`config.mk`:
```
export PLATFORM = sky130hd
export DESIGN_NAME = lrst_cell
export DESIGN_NICKNAME = d
export VERILOG_FILES = /design/src/lrst_pkg.sv /design/src/lrst_cell.sv
export SDC_FILE = /design/constraint.sdc
export NUM_CORES = 1
export LEC_CHECK = 0
export BUFFER_PORTS_ARGS = -buffer_cell sky130_fd_sc_hd__buf_2
export CORE_AREA = 2 2 128 130
export DETAILED_ROUTE_END_ITERATION = 8
export DIE_AREA = 0 0 130 132
export HOLD_SLACK_MARGIN = 0.12
export PLACE_DENSITY_LB_ADDON = 0.15
export SKIP_CTS_REPAIR_TIMING = 1
export SYNTH_ARGS = -nofsm -noshare
export SYNTH_HDL_FRONTEND = slang
export SYNTH_SLANG_ARGS = --single-unit
export TNS_END_PERCENT = 30
```
`constraint.sdc`:
```
create_clock -name clk -period 2.6 [get_ports clk]
set_clock_uncertainty 0.15 [all_clocks]
set_input_delay 0.39 -clock clk [delete_from_list [all_inputs] [get_ports clk]]
set_output_delay 0.39 -clock clk [all_outputs]
set_load 0.05 [all_outputs]
```
`src/lrst_pkg.sv`:
```
`timescale 1ns / 1ps
`default_nettype none

package lrst_pkg;

    // Field widths of the channels
    localparam int SYM_W   = 16;
    localparam int COUNT_W = 16;
    localparam int OCC_W   = 6;
    localparam int CAP_W   = 6;

    // Widths that cover the whole parameter range (256 entries, 32-bit ids)
    localparam int MAX_IDX_W = 8;
    localparam int MAX_ID_W  = 32;

    // Defaults for the top-level parameters
    localparam int DEF_MAX_ENTRIES = 32;
    localparam int DEF_ID_BITS     = 16;

    localparam logic [CAP_W-1:0]   CAP_RESET   = CAP_W'(16);
    localparam logic [COUNT_W-1:0] EVICT_LIMIT = COUNT_W'(10000);
    localparam logic [COUNT_W-1:0] COUNT_MAX   = '1;

    typedef enum logic [1:0] {
        ST_HIT          = 2'd0,
        ST_INSERT       = 2'd1,
        ST_EVICT_INSERT = 2'd2,
        ST_DROP         = 2'd3
    } status_t;

    typedef struct packed {
        logic [SYM_W-1:0]   symbol_id;
        logic [COUNT_W-1:0] initial_count;
    } req_t;

    typedef struct packed {
        status_t            status;
        logic [COUNT_W-1:0] count_after;
        logic [SYM_W-1:0]   evicted_id;
        logic [OCC_W-1:0]   occupancy;
    } rsp_t;

    // Scan wavefront handed from cell to cell
    typedef struct packed {
        logic                 hit;
        logic [MAX_IDX_W-1:0] hit_idx;
        logic [COUNT_W-1:0]   hit_cnt;
        logic                 have;
        logic [COUNT_W-1:0]   min_cnt;
        logic [MAX_IDX_W-1:0] vic_idx;
        logic [MAX_ID_W-1:0]  vic_id;
    } wave_t;

    // Table update broadcast to all cells
    typedef struct packed {
        logic                 inc;
        logic [MAX_IDX_W-1:0] hit_idx;
        logic                 shift;
        logic [MAX_IDX_W-1:0] vic_idx;
        logic                 load;
        logic [MAX_IDX_W-1:0] app_idx;
        logic [MAX_ID_W-1:0]  new_id;
        logic [COUNT_W-1:0]   new_cnt;
    } cmd_t;

endpackage

`default_nettype wire

```
`src/lrst_cell.sv`:
```
`timescale 1ns / 1ps
`default_nettype none

module lrst_cell #(
    parameter int MAX_ENTRIES = lrst_pkg::DEF_MAX_ENTRIES,
    parameter int ID_BITS     = lrst_pkg::DEF_ID_BITS,
    parameter int IDX         = 0
) (
    input  wire logic                                  clk,
    input  wire logic                                  rst_n,
    input  wire logic [$clog2(MAX_ENTRIES+1)-1:0]      total,
    input  wire logic [ID_BITS-1:0]                    query_id,
    input  wire logic                                  wave_vld_in,
    input  wire lrst_pkg::wave_t                       wave_in,
    output logic                                       wave_vld_out,
    output lrst_pkg::wave_t                            wave_out,
    input  wire lrst_pkg::cmd_t                        cmd,
    input  wire logic [ID_BITS-1:0]                    right_id,
    input  wire logic [lrst_pkg::COUNT_W-1:0]          right_cnt,
    output logic [ID_BITS-1:0]                         id_out,
    output logic [lrst_pkg::COUNT_W-1:0]               cnt_out
);
    import lrst_pkg::*;

    localparam int CNT_W = $clog2(MAX_ENTRIES + 1);
    localparam logic [MAX_IDX_W-1:0] MY_IDX = MAX_IDX_W'(IDX);

    logic [ID_BITS-1:0] id_reg, id_next;
    logic [COUNT_W-1:0] cnt_reg, cnt_next;
    logic               wave_vld_reg;
    wave_t              wave_reg, wave_next;
    logic               occupied;
    logic               match;
    logic               lower;

    // Fold this entry into the passing wavefront
    always_comb
    begin
        occupied  = CNT_W'(IDX) < total;
        match     = occupied && (id_reg == query_id);
        lower     = occupied && (cnt_reg < wave_in.min_cnt);
        wave_next = wave_in;
        if (match && !wave_in.hit)
        begin
            wave_next.hit     = 1'b1;
            wave_next.hit_idx = MY_IDX;
            wave_next.hit_cnt = cnt_reg;
        end
        // strict compare keeps the earliest of equal minimums
        if (lower)
        begin
            wave_next.have    = 1'b1;
            wave_next.min_cnt = cnt_reg;
            wave_next.vic_idx = MY_IDX;
            wave_next.vic_id  = MAX_ID_W'(id_reg);
        end
    end

    // Entry update: append wins over compaction, bump on a hit
    always_comb
    begin
        id_next  = id_reg;
        cnt_next = cnt_reg;
        if (cmd.load && (cmd.app_idx == MY_IDX))
        begin
            id_next  = cmd.new_id[ID_BITS-1:0];
            cnt_next = cmd.new_cnt;
        end
        else if (cmd.inc && (cmd.hit_idx == MY_IDX))
        begin
            if (cnt_reg != COUNT_MAX)
            begin
                cnt_next = cnt_reg + 1'b1;
            end
        end
        else if (cmd.shift && (MY_IDX >= cmd.vic_idx))
        begin
            id_next  = right_id;
            cnt_next = right_cnt;
        end
    end

    always_ff @(posedge clk or negedge rst_n)
    begin
        if (!rst_n)
        begin
            wave_vld_reg <= 1'b0;
        end
        else
        begin
            wave_vld_reg <= wave_vld_in;
        end
    end

    always_ff @(posedge clk)
    begin
        id_reg   <= id_next;
        cnt_reg  <= cnt_next;
        wave_reg <= wave_next;
    end

    assign wave_vld_out = wave_vld_reg;
    assign wave_out     = wave_reg;
    assign id_out       = id_reg;
    assign cnt_out      = cnt_reg;

endmodule

`default_nettype wire

```
==> flow_summary.yaml, run 1 <==
drt:
  wl_per_cell_um: 15.3
  wl_met3_mm: 1.38
  wl_met1_mm: 7.16
  first_pass_iters: 4
  vias_per_cell: 4.42
  drc_errors: 0
  drt_iter0_markers: 135
  via_count: 5084
  wl_met2_mm: 8.76
  drtAntennaViolNets: 0
  routed.top_layer: "met4"
  wl_mm: 17.6
logic_synthesis:
  synth_ff_type: "dfxtp_1"
  synthMostInstantiatedCell: "dfxtp_1"
  ys_types: 43
  syn_area_um2: 4920
  yosys_warnings: 0
  yosysSeqAreaShare_pct: 53.4
  synth-edff-count: 32
  syn_nets: 682
  synthTopCellsByArea: "dfxtp_1 33%, edfxtp_1 20%, mux2_2 9.8%, nand2_1 5.8%, ha_1 4.1%"
  synth-seq-cells: 115
  synth-async-reset-ratio_pct: 0.870
  yosys.area.top_type: "dfxtp_1"
  netlist_top_cells_count: "82 x dfxtp_1, 76 x nand2_1, 43 x mux2_2, 32 x edfxtp_1, 28 x nor2b_1"
  synth_top_area_share_pct: 33.4
  syn_area_per_cell_um2: 10.9
  netlist_instances: 452
placement:
  place.gp.congestion: 0.874
  dp.cells: 996
  portBuffers: 312
  place_ws_ns: -0.102
  hpwl_mm: 13.0
timing:
  min_period_over_period_pct: 98.0
  hold_violations: 0
  period_needed_ns: 2.55
  tightest_slew_ns: 0.873
  setup_violations: 0
  drv_slew: 0
  max_clock_freq_mhz: 393
  setup_slack_ns: 0.0529
  max_slew_margin_pct: 41.8
clock_tree:
  cts_inserted_buffers: 17
  htreeDepth: 4
  cts_root_buffer: "clkbuf_16"
  clkLatencyLatePin_ns: 0.41
  cts.sinks: 115
  cts_tree: "yes"
  clkTransAtPathRegs_ns: 0.06
  clk_path_buf_depth: 2
worst_setup_path:
  endpoint_kind: "flip-flop"
  worstPathMaxFanout: 3
  worstPathArrival_ns: 2.69
  r2r-end: "wave_out[40]"
  rr_worst_depth: 8
  start_kind: "primary input"
  critPathKind: "in -> reg"
  reg2reg_slack_ns: 0.08
  cp.required_ns: 2.74
  r2r_start: "cnt_out[1]"
finish:
  fin_nets: 1149
  n_fill_cell: 1412
  finalNonFillerCells: 1149
  area_growth_pct: 78.8
  regArea_um2: 2630
  drive_gt1_share_pct: 46.5
  multi_input_area_um2: 2170
global_route:
  grt_util_all_layers_pct: 18.6
  grt_antenna_before_repair: 0
  overflow: 0
  grt_pass1_vias: 4709
  grt_max_degree: 49
  grt_pass1_wl_mm: 24.2
power:
  power_density_nw_per_um2: 585
  leakage_nw: 4.12
  irDropWorstVdd_mv: 0.415
floorplanning:
  io_pins: 329
  rows: 46
  die_h_um: 132
  fp.dieW_um: 130
  die_area_um2: 17200
  core_area_um2: 15700
  start_util_pct: 31.3
flow_run:
  maxCapViolations: 0
min_path:
  hold_depth: 3
  hold_path.class: "in -> reg"
  min_from: "cmd[4]"
  hold_end: "cnt_out[4]"
status:
  status: "complete, no violations"
[per-layer routing]
layer / global-route usage [%] / vias up
met5: 0 / -
met4: 7.35 / 0
met3: 5.64 / 24
met2: 31.0 / 227
met1: 22.4 / 2333
li1: - / 2500
[area by class of cell]
type	instances	share of cell area (%)
Inverter	20	0.854
Sequential cell	115	29.9
Tap cell	216	3.07
Clock buffer	18	5.12
Multi-Input combinational cell	300	24.6
Timing Repair Buffer	465	34.7
Clock inverter	14	1.71
Antenna cell	1	0.0285
[placed cells by master (no fill, tap or decap), types with 3 or more instances in the layout]
cell type      Yosys  routed
a21oi_1            5       5
and2b_1            6       6
and4_1             4       3
buf_12             0       3
buf_2              4     312
buf_4              3      34
clkbuf_16          0      19
clkinv_2           0       3
clkinv_4           0       5
dfxtp_1           82      82
dlygate4sd3_1      0     115
edfxtp_1          32      32
ha_1              16      16
inv_1             20      20
mux2_1             3       3
mux2_2            43      43
mux2i_1           13      13
nand2_1           76      76
nand3_1            8       8
nand4_1            7       7
nor2_1             8       8
nor2b_1           28      28
nor3_1             6       6
nor4_1             6       6
o21ai_0           22      20
xnor2_1           16      16
xor2_1            12      12
[power by group]
group / switching [mW] / internal (mW)
combinational: 0.479 / 0.388
clock: 0.863 / 1.47
sequential: 0.0192 / 1.92
total: 1.36 / 3.78
[per-stage QoR]
stage               util [%]  instance area (um2)  TNS, ns  power (mW)  hold slack [ns]
finish                  56.0                 8790        0        5.14            0.107
global route            56.0                 8790   -0.353        5.34            0.119
CTS                     48.1                 7560   -0.215        5.04           -0.425
detailed placement      44.3                 6960    -1.89        2.69           0.0165
global placement        44.3                 6960   -0.341        2.68           0.0158
floorplan                  -                 4920    -1.91        2.41          -0.0556
[registers in the layout, indices dropped and copies added (netlist names)]
signal        cells
wave_out         82
id_out           16
cnt_out          16
wave_vld_out      1
[cells by family after synthesis]
kind of cell    after synthesis  share of synthesized area, %
compound gates               40                          4.93
xor+xnor                     28                          4.98
fa+ha+maj                    16                          4.07
buf+inv                      37                          3.31
flops                       115                          53.4
mux                          59                          13.2
simple gates                157                          16.1
[worst max-delay path: stages]
cell	delay, ns
dlygate4sd3_1	0.53
buf_2	0.11
inv_1	0.04
ha_1	0.18
a21o_1	0.17
a21oi_1	0.15
o221ai_1	0.19
a211oi_4	0.25
buf_4	0.18
buf_4	0.10
buf_4	0.09
mux2_2	0.32
[how the worst max path moves through the flow]
stage	start	endpoint	slack, ns	cells past startpoint
final	wave_in[44]	wave_out[40]	0.05	12
after global placement	wave_in[53]	wave_out[54]	-0.05	9
after floorplan	cmd[67]	id_out[0]	-0.11	5
after global routing	cnt_out[1]	wave_out[40]	-0.03	8
after detailed placement	wave_in[54]	wave_out[53]	-0.10	9
after CTS	cnt_out[13]	wave_out[53]	-0.04	7
Note: power is estimated with default switching activity, not from simulation.
==> inputs of run 2 (changes only) <==
MAX_ROUTING_LAYER = met4   (was unset)
SETUP_SLACK_MARGIN = 0.5   (was unset)
SLEW_MARGIN = 20   (was unset)
==> run 2 against run 1 <==
Highest routed layer unchanged. Final area increased by 4.3%. Critical path type is now reg -> reg. Cell count increased by 0.26%. First-iteration DRC count increased by 15%. Sequential share of layout area decreased by 1.2 points. Largest cell class unchanged.
==> flow_summary.yaml, run 2 (synthesized netlist as in run 1, its figures left out) <==
finish:
  drive_gt1_share_pct: 50.5
  final_common_cell: "buf_2"
  final_cell_mix: "312 x buf_2, 107 x dlygate4sd3_1, 82 x dfxtp_1"
  fin_nets: 1153
  largest_register_ffs: 82
  n_fill_cell: 1350
  diodes: 0
  area_growth_pct: 86.5
worst_setup_path:
  worstPathMaxFanout: 8
  cp.required_ns: 2.74
  reg2reg_slack_ns: 0.18
  critical_path.cell_chain: "nand2b_4, a2111oi_4, a2111oi_4, a211oi_4, buf_6, clkbuf_16, mux2_2"
  cp_num_buf_inv: 2
  cpMostUsedCell: "a2111oi_4"
  rr_worst_depth: 7
  crit_path_end: "wave_out[6]"
  cp.depth: 7
  path_delay_family: "compound AO/OA/AOI/OAI gates"
  start_kind: "flip-flop"
  critPathKind: "reg -> reg"
  crit_start: "cnt_out[0]"
  crit_slowest_cell: "edfxtp_1"
  endpoint_kind: "flip-flop"
  r2r-end: "wave_out[6]"
  r2r_start: "cnt_out[0]"
  cpPeakStageDelay_ns: 0.52
  worstPathArrival_ns: 2.56
drt:
  wl_mm: 18.7
  drc_errors: 0
  wl_per_cell_um: 16.2
  via_count: 5130
  drtAntennaViolNets: 0
  first_pass_iters: 4
  vias_per_cell: 4.45
  drt_iter0_markers: 155
global_route:
  grt_max_degree: 37
  overflow: 0
  grt_util_all_layers_pct: 18.8
  grt_antenna_before_repair: 0
  grt_pass1_wl_mm: 23.7
  grt_pass1_vias: 4588
timing:
  hold_violations: 0
  max_clock_freq_mhz: 413
  period_needed_ns: 2.42
  tightest_slew_ns: 0.845
  max_slew_margin_pct: 43.6
  rsz0062_at_grt: "yes"
  drv_slew: 0
  setup_violations: 0
  min_period_over_period_pct: 93.1
  setup_tns_ns: 0
flow_run:
  maxCapViolations: 0
floorplanning:
  start_util_pct: 31.3
  io_pins: 329
  rows: 46
  die_area_um2: 17200
  die_h_um: 132
  core_area_um2: 15700
  fp.dieW_um: 130
power:
  totalPowerFinal_mw: 5.48
  p_seq_share_pct: 35.4
  irDropWorstVdd_mv: 0.436
  power_density_nw_per_um2: 598
  leakage_nw: 4.28
  power.switching_mw: 1.32
  clock_power_share_pct: 48.0
  swShare_pct: 24.1
  power.internal_mw: 4.16
  combinationalPowerShare_pct: 16.6
clock_tree:
  cts_tree: "yes"
  clkLatencyLatePin_ns: 0.41
  clkTransAtPathRegs_ns: 0.06
  htreeDepth: 4
  clk_path_buf_depth: 2
  cts.sinks: 115
  cts_root_buffer: "clkbuf_16"
  cts_inserted_buffers: 17
placement:
  place.gp.congestion: 0.871
  portBuffers: 312
  hpwl_mm: 12.7
min_path:
  hold_path.class: "in -> reg"
status:
  status: "complete, no violations"
## run 2: changes by cell type in the layout (fill, tap and decap cells not counted), sizes merged
| cell | previous run | this run |
|---|---|---|
| clkinvlp | 1 | 0 |
| inv | 23 | 20 |
| bufinv | 2 | 3 |
| diode | 1 | 0 |
| buf | 349 | 358 |
| clkbuf | 19 | 30 |
| dlygate4sd3 | 115 | 107 |
| clkinv | 8 | 3 |
## run 2: power groups by stage
stage          combinational, mW  clock, mW  sequential, mW
2_1_floorplan              0.165          0            2.26
3_3_place_gp               0.708          0            1.98
3_5_place_dp               0.715          0            1.98
4_1_cts                    0.718       2.68            1.94
5_1_grt                    0.964       2.77            1.95
6_report                   0.909       2.63            1.94
## run 2: metrics by stage
step	cells	setup slack, ns	area [um2]	hold WS, ns	util (%)
after floorplan	452	0.0359	5010	-0.0556	-
after global placement	988	0.0912	6970	0.0144	44.4
after detailed placement	988	0.0562	6970	0.0174	44.4
after CTS	1020	0.186	7660	-0.421	48.8
after global routing	1152	0.100	9180	0.122	58.4
final	1152	0.178	9180	0.103	58.4
## run 2: worst min-delay path by stage
stage | start | to | cells past startpoint
finish | cmd[7] | cnt_out[7] | 3
global route | cmd[7] | cnt_out[7] | 3
CTS | rst_n | wave_vld_out | 1
detailed placement | rst_n | wave_vld_out | 1
global placement | rst_n | wave_vld_out | 1
floorplan | rst_n | wave_vld_out | 0
## run 2: cell type report
class                           count  area (um2)  share of cell area, %
Clock buffer                       26         583                   6.35
Inverter                           20        75.1                  0.818
Tap cell                          216         270                   2.95
Sequential cell                   115        2630                   28.6
Multi-Input combinational cell    300        2360                   25.7
Clock inverter                      6         105                   1.15
Timing Repair Buffer              469        3150                   34.4
## run 2: worst reg2reg max path, delay by kind of cell (launching register included)
kind,cells,cell delay (ns)
AO/OA/AOI/OAI,3,0.75
multiplexers,1,0.33
flip-flops,1,0.52
buffers and inverters,2,0.34
AND/OR/NAND/NOR,1,0.21
## run 2: metal layers
layer	vias up	part of all wire, %	track usage [%]
li1	2507	-	-
met1	2379	42	22.3
met2	220	50	30.9
met3	24	5.3	3.94
met4	0	1.8	7.71
met5	-	0	-
==> inputs of run 3 (changes only) <==
RECOVER_POWER = 50   (was unset)
SKIP_CTS_REPAIR_TIMING = unset   (was 1)
==> run 3 against run 2 <==
Maximum frequency grew 0.16%. Global-route usage grew 1.8 points. Critical path depth grew 1. Utilization grew 0.23 points. Final area grew 0.40%. Clock power is essentially flat. Sequential cell count is the same. Sequential power is essentially flat. Critical path type unchanged.
==> flow_summary.yaml, run 3 (synthesized netlist as in run 1, its figures left out) <==
timing:
  setup_slack_ns: 0.182
  hold_violations: 0
  min_period_over_period_pct: 93.0
  rsz0062_at_grt: "yes"
  max_slew_margin_pct: 3.16
  period_needed_ns: 2.42
  max_clock_freq_mhz: 414
  drv_slew: 0
  tightest_slew_ns: 1.44
  setup_tns_ns: 0
  setup_violations: 0
global_route:
  overflow: 0
  grt_max_degree: 37
  grt_util_all_layers_pct: 20.6
  grt.met2_usage_pct: 35.3
  gr-usage-met1_pct: 23.6
  grt_pass1_vias: 5171
  grt_antenna_before_repair: 0
  grtUsageMet3_pct: 3.73
  busiest_layer: "met2"
  grt_pass1_wl_mm: 26.1
finish:
  final_cell_mix: "200 x buf_2, 123 x dlygate4sd3_1, 114 x clkbuf_1"
  fin_nets: 1167
  drive_gt1_share_pct: 37.4
  largest_register_ffs: 82
  final_common_cell: "buf_2"
  n_fill_cell: 1374
  area_growth_pct: 87.3
  diodes: 0
drt:
  wl_per_cell_um: 16.2
  vias_per_cell: 4.42
  via_count: 5152
  drc_errors: 0
  drt_iter0_markers: 125
  first_pass_iters: 4
  drtAntennaViolNets: 0
  wl_mm: 18.9
worst_setup_path:
  start_kind: "flip-flop"
  endpoint_kind: "flip-flop"
  critical_path.cell_chain: "ha_2, a21o_1, a21oi_2, o221ai_2, a211oi_4, buf_6, clkbuf_16, mux2_2"
  cpPeakStageDelay_ns: 0.48
  crit_slowest_cell: "edfxtp_1"
  worstPathArrival_ns: 2.56
  reg2reg_slack_ns: 0.18
  cp_num_buf_inv: 2
  worstPathMaxFanout: 8
  critPathKind: "reg -> reg"
  path_delay_family: "compound AO/OA/AOI/OAI gates"
  cp.required_ns: 2.75
placement:
  place_ws_ns: 0.0562
  hpwl_mm: 12.7
  place.gp.congestion: 0.871
  portBuffers: 312
power:
  power_density_nw_per_um2: 598
  irDropWorstVdd_mv: 0.437
  leakage_nw: 4.07
clock_tree:
  htreeDepth: 4
  cts.sinks: 115
  clkLatencyLatePin_ns: 0.41
  clk_path_buf_depth: 2
  cts_inserted_buffers: 17
  clkTransAtPathRegs_ns: 0.05
  cts_root_buffer: "clkbuf_16"
  cts_tree: "yes"
status:
  status: "complete, no violations"
floorplanning:
  die_h_um: 132
  fp.dieW_um: 130
  io_pins: 329
  die_area_um2: 17200
  rows: 46
  core_area_um2: 15700
  start_util_pct: 31.3
min_path:
  hold_path.class: "in -> reg"
flow_run:
  maxCapViolations: 0
==> run 3: changes by cell type in the layout (fill, tap and decap cells not counted), sizes merged <==
cell	change
dlygate4sd3	+16
clkbuf	+114
buf	-116
==> run 3: layout make-up <==
cell class              instances  area (um2)  share of cell area (%)
clock buffers                  26         583                    6.33
clock inverters                 6         105                    1.14
inverters                      20        75.1                   0.815
multi-input cells             300        2410                    26.1
flip-flops and latches        115        2630                    28.5
well taps                     216         270                    2.93
repair buffers                483        3140                    34.1
==> run 3: what timing repair did <==
action,4_1_cts,5_1_grt
hold buffers,123,0
pin swaps,1,6
resized for setup,1,44
hold endpoints to repair,108,0
cloned,0,6
setup endpoints to repair,92,113
setup buffers,3,14
==> run 3: power by group <==
part / internal (mW) / switching [mW]
Sequential: 1.92 / 0.0248
Combinational: 0.416 / 0.511
Clock: 1.83 / 0.806
Total: 4.17 / 1.34
==> run 3: path summary, 6_finish.rpt <==
path                                 to          from  cells after the start
setup / recovery            wave_out[8]    cnt_out[4]                      8
hold / removal               id_out[15]  right_id[15]                      3
setup reg to reg            wave_out[8]    cnt_out[4]                      8
hold reg to reg             wave_out[7]     id_out[7]                      1
max in group asynchronous  wave_vld_out         rst_n                      3
min in group asynchronous  wave_vld_out         rst_n                      3
==> run 3: per-layer routing <==
layer / part of all wire, % / wire length, um
met5: 0 / 0
met4: 2.2 / 422
met3: 6.7 / 1260
met2: 50 / 9350
met1: 41 / 7820
==> run 3: worst min-delay path: stages <==
cell and delay [ns]:
buf_2 0.08, nand2_1 0.04, nand2_1 0.07
==> run 3: through the flow <==
stage / instance area [um2] / instances / hold WS (ns) / utilization, % / power, mW
finish: 9210 / 1166 / 0.139 / 58.6 / 5.51
global route: 9210 / 1166 / 0.142 / 58.6 / 5.70
CTS: 8930 / 1146 / 0.123 / 56.8 / 5.49
detailed placement: 6970 / 988 / 0.0174 / 44.4 / 2.69
global placement: 6970 / 988 / 0.0144 / 44.4 / 2.68
floorplan: 5010 / 452 / -0.0556 / - / 2.42
